==> src/rtl/tlqe_queue.sv <==
`timescale 1ns / 1ps
`default_nettype none

// Two-entry queue between front and back.
module tlqe_queue #(
  parameter int W = 8
) (
  input  logic         clk,
  input  logic         rst_n,
  input  logic         push,
  input  logic [W-1:0] wdata,
  output logic         full,
  output logic         valid,
  input  logic         pop,
  output logic [W-1:0] rdata
);

  logic [W-1:0] mem_r [0:1];
  logic         wp_r, rp_r;
  logic [1:0]   cnt_r;

  always_ff @(posedge clk) begin
    if (!rst_n) begin
      wp_r  <= 1'b0;
      rp_r  <= 1'b0;
      cnt_r <= 2'd0;
    end else begin
      if (push) wp_r <= !wp_r;
      if (pop)  rp_r <= !rp_r;
      cnt_r <= cnt_r + {1'b0, push} - {1'b0, pop};
    end
  end

  always_ff @(posedge clk) begin
    if (push) mem_r[wp_r] <= wdata;
  end

  assign full  = cnt_r == 2'd2;
  assign valid = cnt_r != 2'd0;
  assign rdata = mem_r[rp_r];

endmodule

`default_nettype wire

==> config.mk <==
export PLATFORM = sky130hd
export DESIGN_NAME = tlqe_queue
export DESIGN_NICKNAME = d
export VERILOG_FILES = /design/src/rtl/tlqe_queue.sv
export SDC_FILE = /design/constraint.sdc
export NUM_CORES = 1
export LEC_CHECK = 0
export BUFFER_PORTS_ARGS = -buffer_cell sky130_fd_sc_hd__buf_4
export CAP_MARGIN = 20
export CORE_UTILIZATION = 44
export DETAILED_ROUTE_END_ITERATION = 8
export GPL_TIMING_DRIVEN = 1
export PLACE_DENSITY = 0.82
export SYNTH_ARGS = -nofsm -noshare
export SYNTH_HDL_FRONTEND = slang
export SYNTH_SLANG_ARGS = --single-unit
==> constraint.sdc <==
create_clock -name clk -period 1.45 [get_ports clk]
set_clock_uncertainty 0.15 [all_clocks]
set_input_delay 0.29 -clock clk [delete_from_list [all_inputs] [get_ports clk]]
set_output_delay 0.29 -clock clk [all_outputs]
set_load 0.03 [all_outputs]
==> metrics <==
status=finished, violations left; failing checks=setup timing; Synth Area in XOR/XNOR=0.0389; Worst R2R Start=cnt_r[0]; Post-Synth Adder-Cell Area=0.0312; GP Congestion=0.617; Static Leak=slightly below 0.5 nW; vias in the first global route=462; Post-DP Area=about 1000 µm²; via count=between 400 and 500; CORE AREA=1730 µm²; slew margin rel.=0.730; clock tree buffer depth=2; area leader, netlist=edfxtp_1; Max Fclk=between 0.6 and 0.7 GHz; met3 Use GR=0.0360; Setup crit end=rdata[5]; setup TNS=-1650 ps; Worst R2R Setup Slack=50 ps; synthesis-to-layout area growth=43.8%; Crit. End Element=output pin; max-slew violations=0; CTS root buf=clkbuf_4; H-tree levels=1; Worst R2R End=cnt_r[1]; Final Hold Viols=0; Tmin final=between 1500 and 2000 ps; Pwr per Cell Area=1180 nW/µm²; CTS Buf Count=3; Post-Synthesis Net Count=60; Post-Syn Area=approximately 800 µm²; ANT nets after route=0; CP Data Arrival Time=1220 ps; first-pass GRT wire length=2030 µm; Yosys warnings=0; Site Rows=15; total power=approximately 1.4 mW; Post-Route WL=1410 µm; met1 usage=0.157; ranking of synthesized cells by area=edfxtp_1, dfxtp_1, mux2_1, and2_1, ha_1; clk_lat worst skew=300 ps; residual DRC count=0; post-layout util=0.669; Iteration-0 DRC Markers=8; CP startpoint kind=register; busiest metal layer after global routing=met2; number of distinct library cells after synthesis=12; Worst-Margin Slew=405 ps; largest family of logic cells by synthesized area=multiplexers; compound-cell area share of the yosys netlist=0.00935; RSZ-0062 raised after global routing=yes; Max IR drop VDD=roughly 780 µV; Synth Area in Simple Gates=0.0701; CP required=1010 ps; fill count=141; Setup WS post-layout=-209 ps; Fin Hold WS=19.9 ps; layout cell share with drive strength beyond 1=0.592; cells after synthesis=46; Die W=44.7 µm; synthesized flop and latch total=21; Seq/Total Area, Yosys=0.723; Final period util=1.14; top cell type's share of synthesized area=0.598; DR WL/cell=13.9 µm; R2R depth=6; GRT met2 Usage=0.282; First-pass DRT Iterations=2; Crit Path Class=reg -> out; # port buffers=21; syn avg cell area=17.5 µm²; initial core utilization=0.465; CTS clk-pin slew, worst paths=110 ps; worst hold path type=in -> reg; largest net degree at the start of global routing=13; GRT Total Usage=0.154; remaining global-route overflow=0; I/O pin total=22; antenna cells=0; post-synthesis mux area share=0.112; initial antenna violation count=0; max-capacitance violation count=0; post-route cell area=between 1000 and 1500 µm²; Sink Count=21; CTS tree=yes; final setup violation count=8; post-layout net count=91; die area=~2000 µm²; Via density=4.67; worst-path fanout max=4; HPWL after DPL=around 900 µm; die extent in y=around 45 µm
## worst max-delay path, cell delays in order, from the launching register on
cell     delay (ps)
dfxtp_2         360
buf_6           120
mux2_4          300
buf_6           140
## layer usage
metal  wire length, µm  part of all wire
met3                52             0.037
met2               824              0.59
met5                 0                 0
met4                35             0.025
met1               494              0.35
## flip-flops by register name (all words and copies together) (netlist names), named ones only
signal  count
cnt_r       2
mem_r      16
rp_r        1
wp_r        1
## cells in the mapped netlist
master    count
or2_1         1
ha_1          2
xor2_1        1
dfxtp_1       5
nor2b_1       4
xnor3_1       1
mux2_1        8
inv_1         2
o21a_1        1
and2_1        4
edfxtp_1     16
buf_2         1
## through the flow
stage / setup WS, ps / instances
after floorplan: 90.8 / 46
after global placement: 67.8 / 95
after detailed placement: -6.28 / 95
after CTS: -218 / 99
after global routing: -247 / 101
final: -209 / 101
## final cells by class
type	count	area [µm²]	area share
multi-input combinational	22	258	0.223
tap	25	31.3	0.0271
clock buffer	3	22.5	0.0195
clock inverter	1	5.00	0.00433
sequential	21	584	0.506
timing repair buffer	27	246	0.213
inverter	2	7.51	0.00650
## worst min path at each step
stage                         from           to  slack (ps)  cells past startpoint
after CTS                 wdata[0]  mem_r[0][0]          10                      1
after global routing      wdata[3]  mem_r[1][3]           4                      1
after floorplan           wdata[0]  mem_r[0][0]         240                      0
after global placement    wdata[6]  mem_r[0][6]         330                      1
final                     wdata[3]  mem_r[1][3]          20                      1
after detailed placement  wdata[0]  mem_r[1][0]         330                      1
## cell usage in the layout (no fill, tap or decap)
cell,count
edfxtp_1,16
nor2b_2,1
dlygate4sd3_1,1
buf_4,15
and2_1,4
inv_2,1
dfxtp_1,2
nor2b_1,3
o21a_1,1
or2_1,1
xor2_1,1
ha_4,1
ha_2,1
clkbuf_4,3
buf_6,11
clkinv_2,1
dfxtp_2,3
mux2_4,8
inv_1,1
xnor3_1,1
## power breakdown
group | total [mW] | internal, mW | leakage, nW | switching, mW
combinational | 0.381 | 0.206 | 0.270 | 0.176
clock | 0.271 | 0.103 | 0.0177 | 0.168
sequential | 0.716 | 0.696 | 0.193 | 0.0198
## cell families after synthesis
logic type	after synthesis
DFF	21
and+or+nand+nor	9
muxes	8
buffers and inverters	3
xor gates and xnor gates	2
adders and majority gates	2
AOI/OAI and AO/OA	1
## timing repair
item | in CTS | in global routing
gates resized for setup | 22 | 4
endpoints found under the setup margin | 10 | 11
hold endpoints to repair | 0 | 2
pin swaps | 0 | 2
buffers inserted | 0 | 1
hold buffers | 0 | 1
Note: power is estimated with default switching activity, not from simulation.
