==> src/rtl/tlqe_pkg.sv <==
`timescale 1ns / 1ps
`default_nettype none

package tlqe_pkg;

  // Register file
  localparam int THICK_W    = 16;
  localparam int VP_W       = 14;
  localparam int COLOR_W    = 32;
  localparam int CFG_IDX_W  = 2;
  localparam int CFG_DATA_W = 32;

  typedef enum logic [CFG_IDX_W-1:0] {
    REG_THICKNESS = 2'd0,
    REG_VP_WIDTH  = 2'd1,
    REG_VP_HEIGHT = 2'd2,
    REG_COLOR     = 2'd3
  } reg_idx_t;

  localparam logic [THICK_W-1:0] RST_THICKNESS = 16'd256;
  localparam logic [VP_W-1:0]    RST_VP_WIDTH  = 14'd1024;
  localparam logic [VP_W-1:0]    RST_VP_HEIGHT = 14'd768;
  localparam logic [COLOR_W-1:0] RST_COLOR     = 32'hFFFF_FFFF;

  typedef struct packed {
    logic [THICK_W-1:0] thickness;
    logic [VP_W-1:0]    vp_width;
    logic [VP_W-1:0]    vp_height;
  } geom_cfg_t;

  // Item kinds on the result channel
  localparam logic KIND_VERTEX = 1'b0;
  localparam logic KIND_INDEX  = 1'b1;

  localparam int NUM_VERTS = 4;
  localparam int NUM_ITEMS = 10;
  localparam int CNT_W     = 4;

  // Normal arithmetic
  localparam int SCL_W     = 17;            // magnitudes after range scaling
  localparam int SQ_W      = 2 * SCL_W + 1; // dx^2 + dy^2
  localparam int RAD_SHIFT = 20;
  localparam int LEN_W     = 28;            // root bits
  localparam int RAD_W     = 2 * LEN_W;     // radicand bits
  localparam int NRM_FRAC  = 25;
  localparam int NRM_W     = 16;
  localparam logic [NRM_W-1:0] NRM_ONE = 16'd32768;
  localparam int PROD_W    = 32;            // |n| * thickness
  localparam int OFF_FRAC  = 23;

  // Corner order of the two triangles
  function automatic logic [1:0] quad_corner(input logic [2:0] slot);
    logic [1:0] c;
    case (slot)
      3'd0:    c = 2'd0;
      3'd1:    c = 2'd1;
      3'd2:    c = 2'd2;
      3'd3:    c = 2'd1;
      3'd4:    c = 2'd3;
      3'd5:    c = 2'd2;
      default: c = 2'd0;
    endcase
    return c;
  endfunction

endpackage

`default_nettype wire

==> src/rtl/tlqe_back.sv <==
`timescale 1ns / 1ps
`default_nettype none

// Back end: plays out four vertex words and six index words per entry.
module tlqe_back #(
  parameter int CW    = 16,
  parameter int VIW   = 16,
  parameter int ENT_W = 8 * CW + VIW,
  parameter int OUT_W = 80
) (
  input  logic                          clk,
  input  logic                          rst_n,
  input  logic                          q_valid,
  output logic                          q_pop,
  input  logic [ENT_W-1:0]              q_data,
  input  logic [tlqe_pkg::COLOR_W-1:0]  color,
  output logic                          out_tvalid,
  input  logic                          out_tready,
  output logic [OUT_W-1:0]              out_tdata,
  output logic                          out_tuser,
  output logic                          out_tlast
);

  localparam int CNT_W = tlqe_pkg::CNT_W;
  localparam logic [CNT_W-1:0] LAST_CNT = CNT_W'(tlqe_pkg::NUM_ITEMS - 1);
  localparam logic [CNT_W-1:0] NV_CNT   = CNT_W'(tlqe_pkg::NUM_VERTS);

  logic [ENT_W-1:0]  cur_r;
  logic              cur_v_r, cur_v_nxt;
  logic [CNT_W-1:0]  cnt_r, cnt_nxt;
  logic              ovld_r, ovld_nxt;
  logic [CW-1:0]     px_r, py_r;
  logic [tlqe_pkg::COLOR_W-1:0] col_r;
  logic [VIW-1:0]    idx_r;
  logic              kind_r, last_r;

  logic              slot_free, emit, done;
  logic [1:0]        corner;
  logic [VIW-1:0]    base;
  logic [CW-1:0]     vx, vy;

  assign slot_free = !ovld_r || out_tready;
  assign emit      = slot_free && cur_v_r;
  assign done      = emit && (cnt_r == LAST_CNT);
  assign q_pop     = q_valid && (!cur_v_r || done);

  assign corner = tlqe_pkg::quad_corner(3'(cnt_r - NV_CNT));
  assign base   = cur_r[8*CW +: VIW];
  assign vx     = cur_r[cnt_r[1:0]*CW +: CW];
  assign vy     = cur_r[(4 + cnt_r[1:0])*CW +: CW];

  always_comb begin
    cur_v_nxt = cur_v_r;
    cnt_nxt   = cnt_r;
    ovld_nxt  = ovld_r;
    if (slot_free) ovld_nxt = 1'b0;
    if (emit) begin
      ovld_nxt = 1'b1;
      cnt_nxt  = cnt_r + 1'b1;
    end
    if (done) cur_v_nxt = 1'b0;
    if (q_pop) begin
      cur_v_nxt = 1'b1;
      cnt_nxt   = '0;
    end
  end

  always_ff @(posedge clk) begin
    if (!rst_n) begin
      cur_v_r <= 1'b0;
      cnt_r   <= '0;
      ovld_r  <= 1'b0;
    end else begin
      cur_v_r <= cur_v_nxt;
      cnt_r   <= cnt_nxt;
      ovld_r  <= ovld_nxt;
    end
  end

  always_ff @(posedge clk) begin
    if (q_pop) cur_r <= q_data;
    if (emit) begin
      last_r <= cnt_r == LAST_CNT;
      if (cnt_r < NV_CNT) begin
        kind_r <= tlqe_pkg::KIND_VERTEX;
        px_r   <= vx;
        py_r   <= vy;
        col_r  <= color;
        idx_r  <= '0;
      end else begin
        kind_r <= tlqe_pkg::KIND_INDEX;
        px_r   <= '0;
        py_r   <= '0;
        col_r  <= '0;
        idx_r  <= base + VIW'(corner);
      end
    end
  end

  assign out_tvalid = ovld_r;
  assign out_tdata  = OUT_W'({idx_r, col_r, py_r, px_r});
  assign out_tuser  = kind_r;
  assign out_tlast  = last_r;

endmodule

`default_nettype wire

==> config.mk <==
export PLATFORM = sky130hd
export DESIGN_NAME = tlqe_back
export DESIGN_NICKNAME = d
export VERILOG_FILES = /design/src/rtl/tlqe_pkg.sv /design/src/rtl/tlqe_back.sv
export SDC_FILE = /design/constraint.sdc
export NUM_CORES = 1
export LEC_CHECK = 0
export BUFFER_PORTS_ARGS = -buffer_cell sky130_fd_sc_hd__buf_2
export CELL_PAD_IN_SITES_DETAIL_PLACEMENT = 1
export CELL_PAD_IN_SITES_GLOBAL_PLACEMENT = 1
export CORE_AREA = 3 3 163 165
export DETAILED_ROUTE_END_ITERATION = 16
export DIE_AREA = 0 0 166 168
export GPL_TIMING_DRIVEN = 0
export PLACE_DENSITY_LB_ADDON = 0.15
export SLEW_MARGIN = 20
export SYNTH_ARGS = -nofsm -noshare
export SYNTH_HDL_FRONTEND = slang
export SYNTH_SLANG_ARGS = --single-unit
==> constraint.sdc <==
create_clock -name clk -period 11.73 [get_ports clk]
set_input_delay 2.346 -clock clk [delete_from_list [all_inputs] [get_ports clk]]
set_output_delay 2.346 -clock clk [all_outputs]
set_load 0.02 [all_outputs]
==> impl_metrics.json, run 1 <==
{
  "drtAntennaViolNets": 0,
  "synthCells": 445,
  "powerDensity_nw_per_um2": 165,
  "max_slew_margin_pct": 53.0,
  "p_total_mw": 1.88,
  "ys.flop_type": "edfxtp_1",
  "cp_cell_sequence": "buf_2 > nand2b_1 > a21oi_1 > nor2_4 > buf_16 > buf_16 > buf_16 > buf_8 > buf_2",
  "worst-setup-path-type": "input pin to output pin",
  "holdBufCountCts": 0,
  "multi_input_area_um2": 1720,
  "ir_worst_vdd_v": 0.0000910,
  "rsz0062_at_grt": "false",
  "drive_gt1_share_pct": 45.3,
  "grt_pass1_wl_um": 31200,
  "drtPass1Iterations": 4,
  "ioPinCount": 264,
  "grt-ovfl-total": 0,
  "drt_iter0_drc": 259,
  "clk_pin_slew_ns": 0.05,
  "async_reset_ff_share_pct": 0,
  "avgSynthCellArea_um2": 19.7,
  "dp_hpwl_um": 15000,
  "fill_cells": 2528,
  "seqCellArea_um2": 6910,
  "placement.setup.worst_slack_ns": 4.97,
  "hold_path.class": "flop to flop",
  "cp.arrival_ns": 4.38,
  "clockBufferDepth": 3,
  "cts_tree": "yes",
  "cts.htree.levels": 1,
  "finalWorstSetupSlack_ns": 5.00,
  "synthTopCellsByCount": "edfxtp_1 (226), and2_1 (66), mux4_2 (32)",
  "fin_skew_ns": 0.0112,
  "cts_resized": 0,
  "setup_viol": 0,
  "cp_top_family": "buffers and inverters",
  "slowest_stage": "nor2_4",
  "crit_buf_inv": 6,
  "period_needed_ns": 6.73,
  "hold_ws_ns": 0.533,
  "worstPathMaxFanout": 24,
  "synth-seq-cells": 232,
  "globalRouteMet2Util_pct": 25.0,
  "globalRouteTotalUtil_pct": 14.3,
  "grt_pass1_vias": 5549,
  "gp_congestion": 0.757,
  "die_h_um": 168,
  "crit_path_end_kind": "output pin",
  "met1_usage_pct": 17.2,
  "synth_top_area_cell": "edfxtp_1",
  "die_x_um": 166,
  "path_common_cell": "buf_16",
  "clk_latency_ns": 0.51,
  "core-area_um2": 25200,
  "maxSlewViolCount": 0,
  "die-area_um2": 27900,
  "nNetsFinal": 931,
  "cap_violations": 0,
  "portBuffers": 263,
  "worst_setup_path_start_kind": "input pin",
  "start_util_pct": 34.7,
  "fmax_mhz": 149,
  "fin_setup_tns_ns": 0,
  "crit_required_ns": 9.38,
  "rows": 58,
  "routed_wl_um": 20400,
  "grt_busiest_layer": "met2",
  "grt_start_max_net_pins": 64,
  "routed_via_density": 4.56,
  "slowest_delay_ns": 0.57,
  "status": "completed",
  "worstMarginPinSlew_ns": 0.704,
  "wl_per_cell_um": 18.7,
  "synth.distinct_cells": 38,
  "num_vias": 4985,
  "yosysMostFrequentCell": "edfxtp_1",
  "cts_sinks": 232,
  "fin_util_pct": 45.5,
  "syn_nets": 633,
  "antenna_found_initial": 5,
  "synth.area.top_cells": "edfxtp_1 (78%), mux4_2 (8.2%), and2_1 (4.7%)",
  "synth_edf_count": 226,
  "hold_viol_final": 0,
  "cts_inserted_buffers": 26,
  "leakagePower_nw": 4.35,
  "netlist_area_um2": 8750,
  "grt_use_met3_pct": 4.81,
  "cts_root_buf": "clkbuf_16",
  "yosysSeqAreaShare_pct": 78.9,
  "post_cts_buffers": 0,
  "area_growth_pct": 30.8,
  "drc_errors": 0,
  "period_share_pct": 57.4,
  "synth_top_area_share_pct": 77.6,
  "yosys_warnings": 0
}
registers in the layout, indices dropped and copies added, names as in the netlist:
name,cells
cur_r,144
idx_r,16
cnt_r,4
py_r,16
cur_v_r,1
col_r,32
out_tlast,1
out_tvalid,1
px_r,16
out_tuser,1
power by group:
part	internal (mW)	total (mW)	switching, mW
combinational	0.0735	0.159	0.0853
sequential	0.967	0.980	0.0128
clock	0.442	0.745	0.303
total	1.48	1.88	0.401
area by class of cell:
type                            instances  area share, %
Tap cell                              330           3.61
Clock inverter                          9          0.546
Multi-Input combinational cell        187           15.1
Inverter                                9          0.339
Buffer                                 17          0.809
Clock buffer                           38           6.26
Timing Repair Buffer                  270           13.0
Antenna cell                            2         0.0437
Sequential cell                       232           60.3
tightest hold or removal path, delay by kind of cell, from the launching register on:
family / cells / cell delay (ns)
flip-flops: 1 / 0.34
AO/OA/AOI/OAI: 1 / 0.06
AND/OR/NAND/NOR: 1 / 0.09
stage by stage:
stage	area, um2	instances
4_1_cts	11400	1092
6_report	11400	1094
5_1_grt	11400	1094
2_1_floorplan	8750	445
3_3_place_gp	10500	1038
3_5_place_dp	10700	1045
metal layers:
metal  share of wire (%)  vias to the layer above  wire [um]
li1                    -                     2306          -
met1                  39                     2437       8010
met2                  50                      202      10300
met3                 8.6                       34       1760
met4                 1.6                        6        330
met5                0.18                        -         36
cells in the final DEF (no fill, tap or decap), drive strengths merged:
cell	netlist	final
inv	9	9
a21o	1	1
ha	7	7
mux2i	1	1
nor3b	1	1
nand2b	3	3
nor2b	1	1
bufinv	0	1
a21boi	1	1
nor3	1	1
nand4	3	3
xnor2	5	5
diode	0	2
clkinv	0	8
a211o	1	1
dfxtp	6	6
a41o	1	1
and4	1	1
fa	1	1
nand3	7	7
and2	66	66
o21ai	2	2
nand2	10	10
and3	3	3
xor2	8	8
buf	11	281
and3b	1	1
and4b	1	1
nor2	20	20
a31oi	1	1
mux4	32	32
a21oi	5	5
clkbuf	6	44
or3	1	1
o21a	2	2
edfxtp	226	226
cells by family after synthesis:
kind of cell | count (synthesis) | share of synthesized area [%]
DFF | 232 | 78.9
and+or+nand+nor | 119 | 7.71
muxes | 33 | 8.35
buffers and inverters | 26 | 1.44
AOI/OAI and AO/OA | 14 | 1.03
xor gates and xnor gates | 13 | 1.30
adders and majority gates | 8 | 1.23
worst paths after layout:
kind                              start                     to  slack, ns  cells after the start
setup / recovery             out_tready                  q_pop       5.00                      9
hold / removal     cur_v_r$_SDFFE_PN0P_  cnt_r[2]$_SDFFE_PP0P_       0.53                      2
setup reg to reg  cnt_r[1]$_SDFFE_PP0P_    cur_r[68]$_DFFE_PP_       8.59                     11
hold reg to reg    cur_v_r$_SDFFE_PN0P_  cnt_r[2]$_SDFFE_PP0P_       0.53                      2
Note: power is estimated with default switching activity, not from simulation.
==> run 2: changes to the inputs <==
==> constraint.sdc (replaced) <==
create_clock -name clk -period 5.9 [get_ports clk]
set_input_delay 1.18 -clock clk [delete_from_list [all_inputs] [get_ports clk]]
set_output_delay 1.18 -clock clk [all_outputs]
set_load 0.02 [all_outputs]
==> run 2 against run 1 <==
Against the previous run: critical path depth up 1; largest power group unchanged; critical path type is now flop to output pin; wire length increased by 1.6%; sequential power is 99% higher; worst hold slack got worse by 0.0012 ns; sequential share of layout area shrank 0.30 points; core utilization is 0.23 points higher; cell area is 0.50% higher; combinational power rose by 99%; global-route usage is 0.22 points higher; die area is the same; non-clock buffer count stayed put; via count decreased by 0.28%.
==> impl_metrics.json, run 2 (synthesis gave the netlist of run 1 again) <==
{
  "status": "completed",
  "largest_registers": "cur_r: 144 flops, col_r: 32 flops",
  "largest_reg_flops": 144,
  "grt-ovfl-total": 0,
  "grt_start_max_net_pins": 52,
  "final_area_um2": 11500,
  "rows": 58,
  "die_x_um": 166,
  "rsz0062_at_grt": "false",
  "cts_resized": 0,
  "cp_cell_sequence": "buf_2 > buf_2 > inv_1 > ha_1 > and3b_1 > a21oi_1 > nor2_4 > buf_12 > buf_16 > buf_2",
  "final_cells": 1094,
  "slowest_stage": "nor2_4",
  "powerDensity_nw_per_um2": 334,
  "placement.setup.worst_slack_ns": 1.85,
  "start_util_pct": 34.7,
  "dp_hpwl_um": 15200,
  "hp-start": "cur_v_r$_SDFFE_PN0P_",
  "area_growth_pct": 31.5,
  "worstMarginPinSlew_ns": 0.655,
  "maxSlewViolCount": 0,
  "crit_required_ns": 4.72,
  "fin_skew_ns": 0.00853,
  "ioPinCount": 264,
  "cts.htree.levels": 1,
  "grt_pass1_vias": 5579,
  "antenna_found_initial": 3,
  "ir_worst_vdd_v": 0.000224,
  "num_vias": 4971,
  "holdBufCountCts": 0,
  "slowest_delay_ns": 0.54,
  "drtAntennaViolNets": 0,
  "cp.arrival_ns": 3.21,
  "cap_violations": 0,
  "crit_path_end_kind": "output pin",
  "cts_tree": "yes",
  "cts_root_buf": "clkbuf_16",
  "hold_viol_final": 0,
  "portBuffers": 263,
  "period_share_pct": 74.4,
  "routed_via_density": 4.54,
  "drive_gt1_share_pct": 45.6,
  "post_cts_buffers": 0,
  "reg2reg_from": "cnt_r[1]$_SDFFE_PP0P_",
  "reg2reg_to": "idx_r[8]$_SDFFCE_PN0P_",
  "max_slew_margin_pct": 56.2,
  "wl_per_cell_um": 19.0,
  "globalRouteTotalUtil_pct": 14.5,
  "routed_wl_um": 20800,
  "drc_errors": 0,
  "drtPass1Iterations": 4,
  "r2r_cells": 13,
  "clk_latency_ns": 0.52,
  "place_inst": 1045,
  "worst-setup-path-type": "flop to output pin",
  "finalWorstSetupSlack_ns": 1.51,
  "drt_iter0_drc": 219,
  "fmax_mhz": 228,
  "die_h_um": 168,
  "clockBufferDepth": 3,
  "cts_inserted_buffers": 26,
  "hold_end": "cnt_r[2]$_SDFFE_PP0P_",
  "period_needed_ns": 4.39,
  "dpl_cell_area_um2": 10700,
  "leakagePower_nw": 4.38,
  "grt_pass1_wl_um": 31800,
  "path_common_cell": "buf_2",
  "cts_sinks": 232,
  "worstPathMaxFanout": 25,
  "final_cell_mix": "buf_2 (268), edfxtp_1 (226), and2_1 (66), mux4_2 (32), clkbuf_16 (27)",
  "hold_path_depth": 2,
  "nNetsFinal": 931,
  "worst_setup_path_start_kind": "flop",
  "gp_congestion": 0.772,
  "final_common_cell": "buf_2",
  "hold_path.class": "flop to flop",
  "die-area_um2": 27900,
  "rrSetupSlack_ns": 2.81,
  "clk_pin_slew_ns": 0.06,
  "regMostFlops": "cur_r",
  "core-area_um2": 25200,
  "setup_viol": 0
}
[run 2: worst max path at each step]
stage	slack (ns)	start	to	cells after the start
floorplan	1.03	out_tready	q_pop	3
global placement	-0.33	out_tready	q_pop	5
detailed placement	1.85	out_tready	q_pop	7
CTS	1.40	cnt_r[1]$_SDFFE_PP0P_	q_pop	10
global route	1.25	cnt_r[1]$_SDFFE_PP0P_	q_pop	10
finish	1.51	cnt_r[1]$_SDFFE_PP0P_	q_pop	10
[run 2: per-stage QoR]
step | util (%) | power, mW | setup TNS (ns) | hold WS (ns)
4_1_cts | 45.7 | 3.91 | 0 | 0.529
3_3_place_gp | 41.6 | 2.28 | -0.325 | 0.510
5_1_grt | 45.7 | 4.00 | 0 | 0.591
2_1_floorplan | - | 2.15 | 0 | 0.482
3_5_place_dp | 42.4 | 2.31 | 0 | 0.524
6_report | 45.7 | 3.84 | 0 | 0.532
[run 2: area by class of cell]
class	instances	area, um2
Fill cell	2526	13700
Multi-Input combinational cell	187	1720
Tap cell	330	413
Antenna cell	1	2.50
Clock inverter	14	135
Buffer	17	92.6
Clock buffer	34	702
Timing Repair Buffer	270	1490
Sequential cell	232	6910
Inverter	9	36.3
[run 2: layer usage]
layer	up-vias	wire length (um)	track usage, %
met5	-	19	0
met4	4	392	3.62
met2	191	10500	25.5
met1	2430	8140	17.3
met3	35	1740	4.63
li1	2311	-	-
[run 2: worst max-delay path, delay by kind of cell (launching register included)]
family | cells | cell delay, ns
simple gates | 2 | 0.76
buf+inv | 6 | 1.20
fa+ha+maj | 1 | 0.21
flops | 1 | 0.33
compound gates | 1 | 0.15
[run 2: report_power, final]
part	switching, mW	internal (mW)
registers	0.0271	1.92
clock network	0.616	0.962
logic	0.170	0.147
total	0.813	3.03
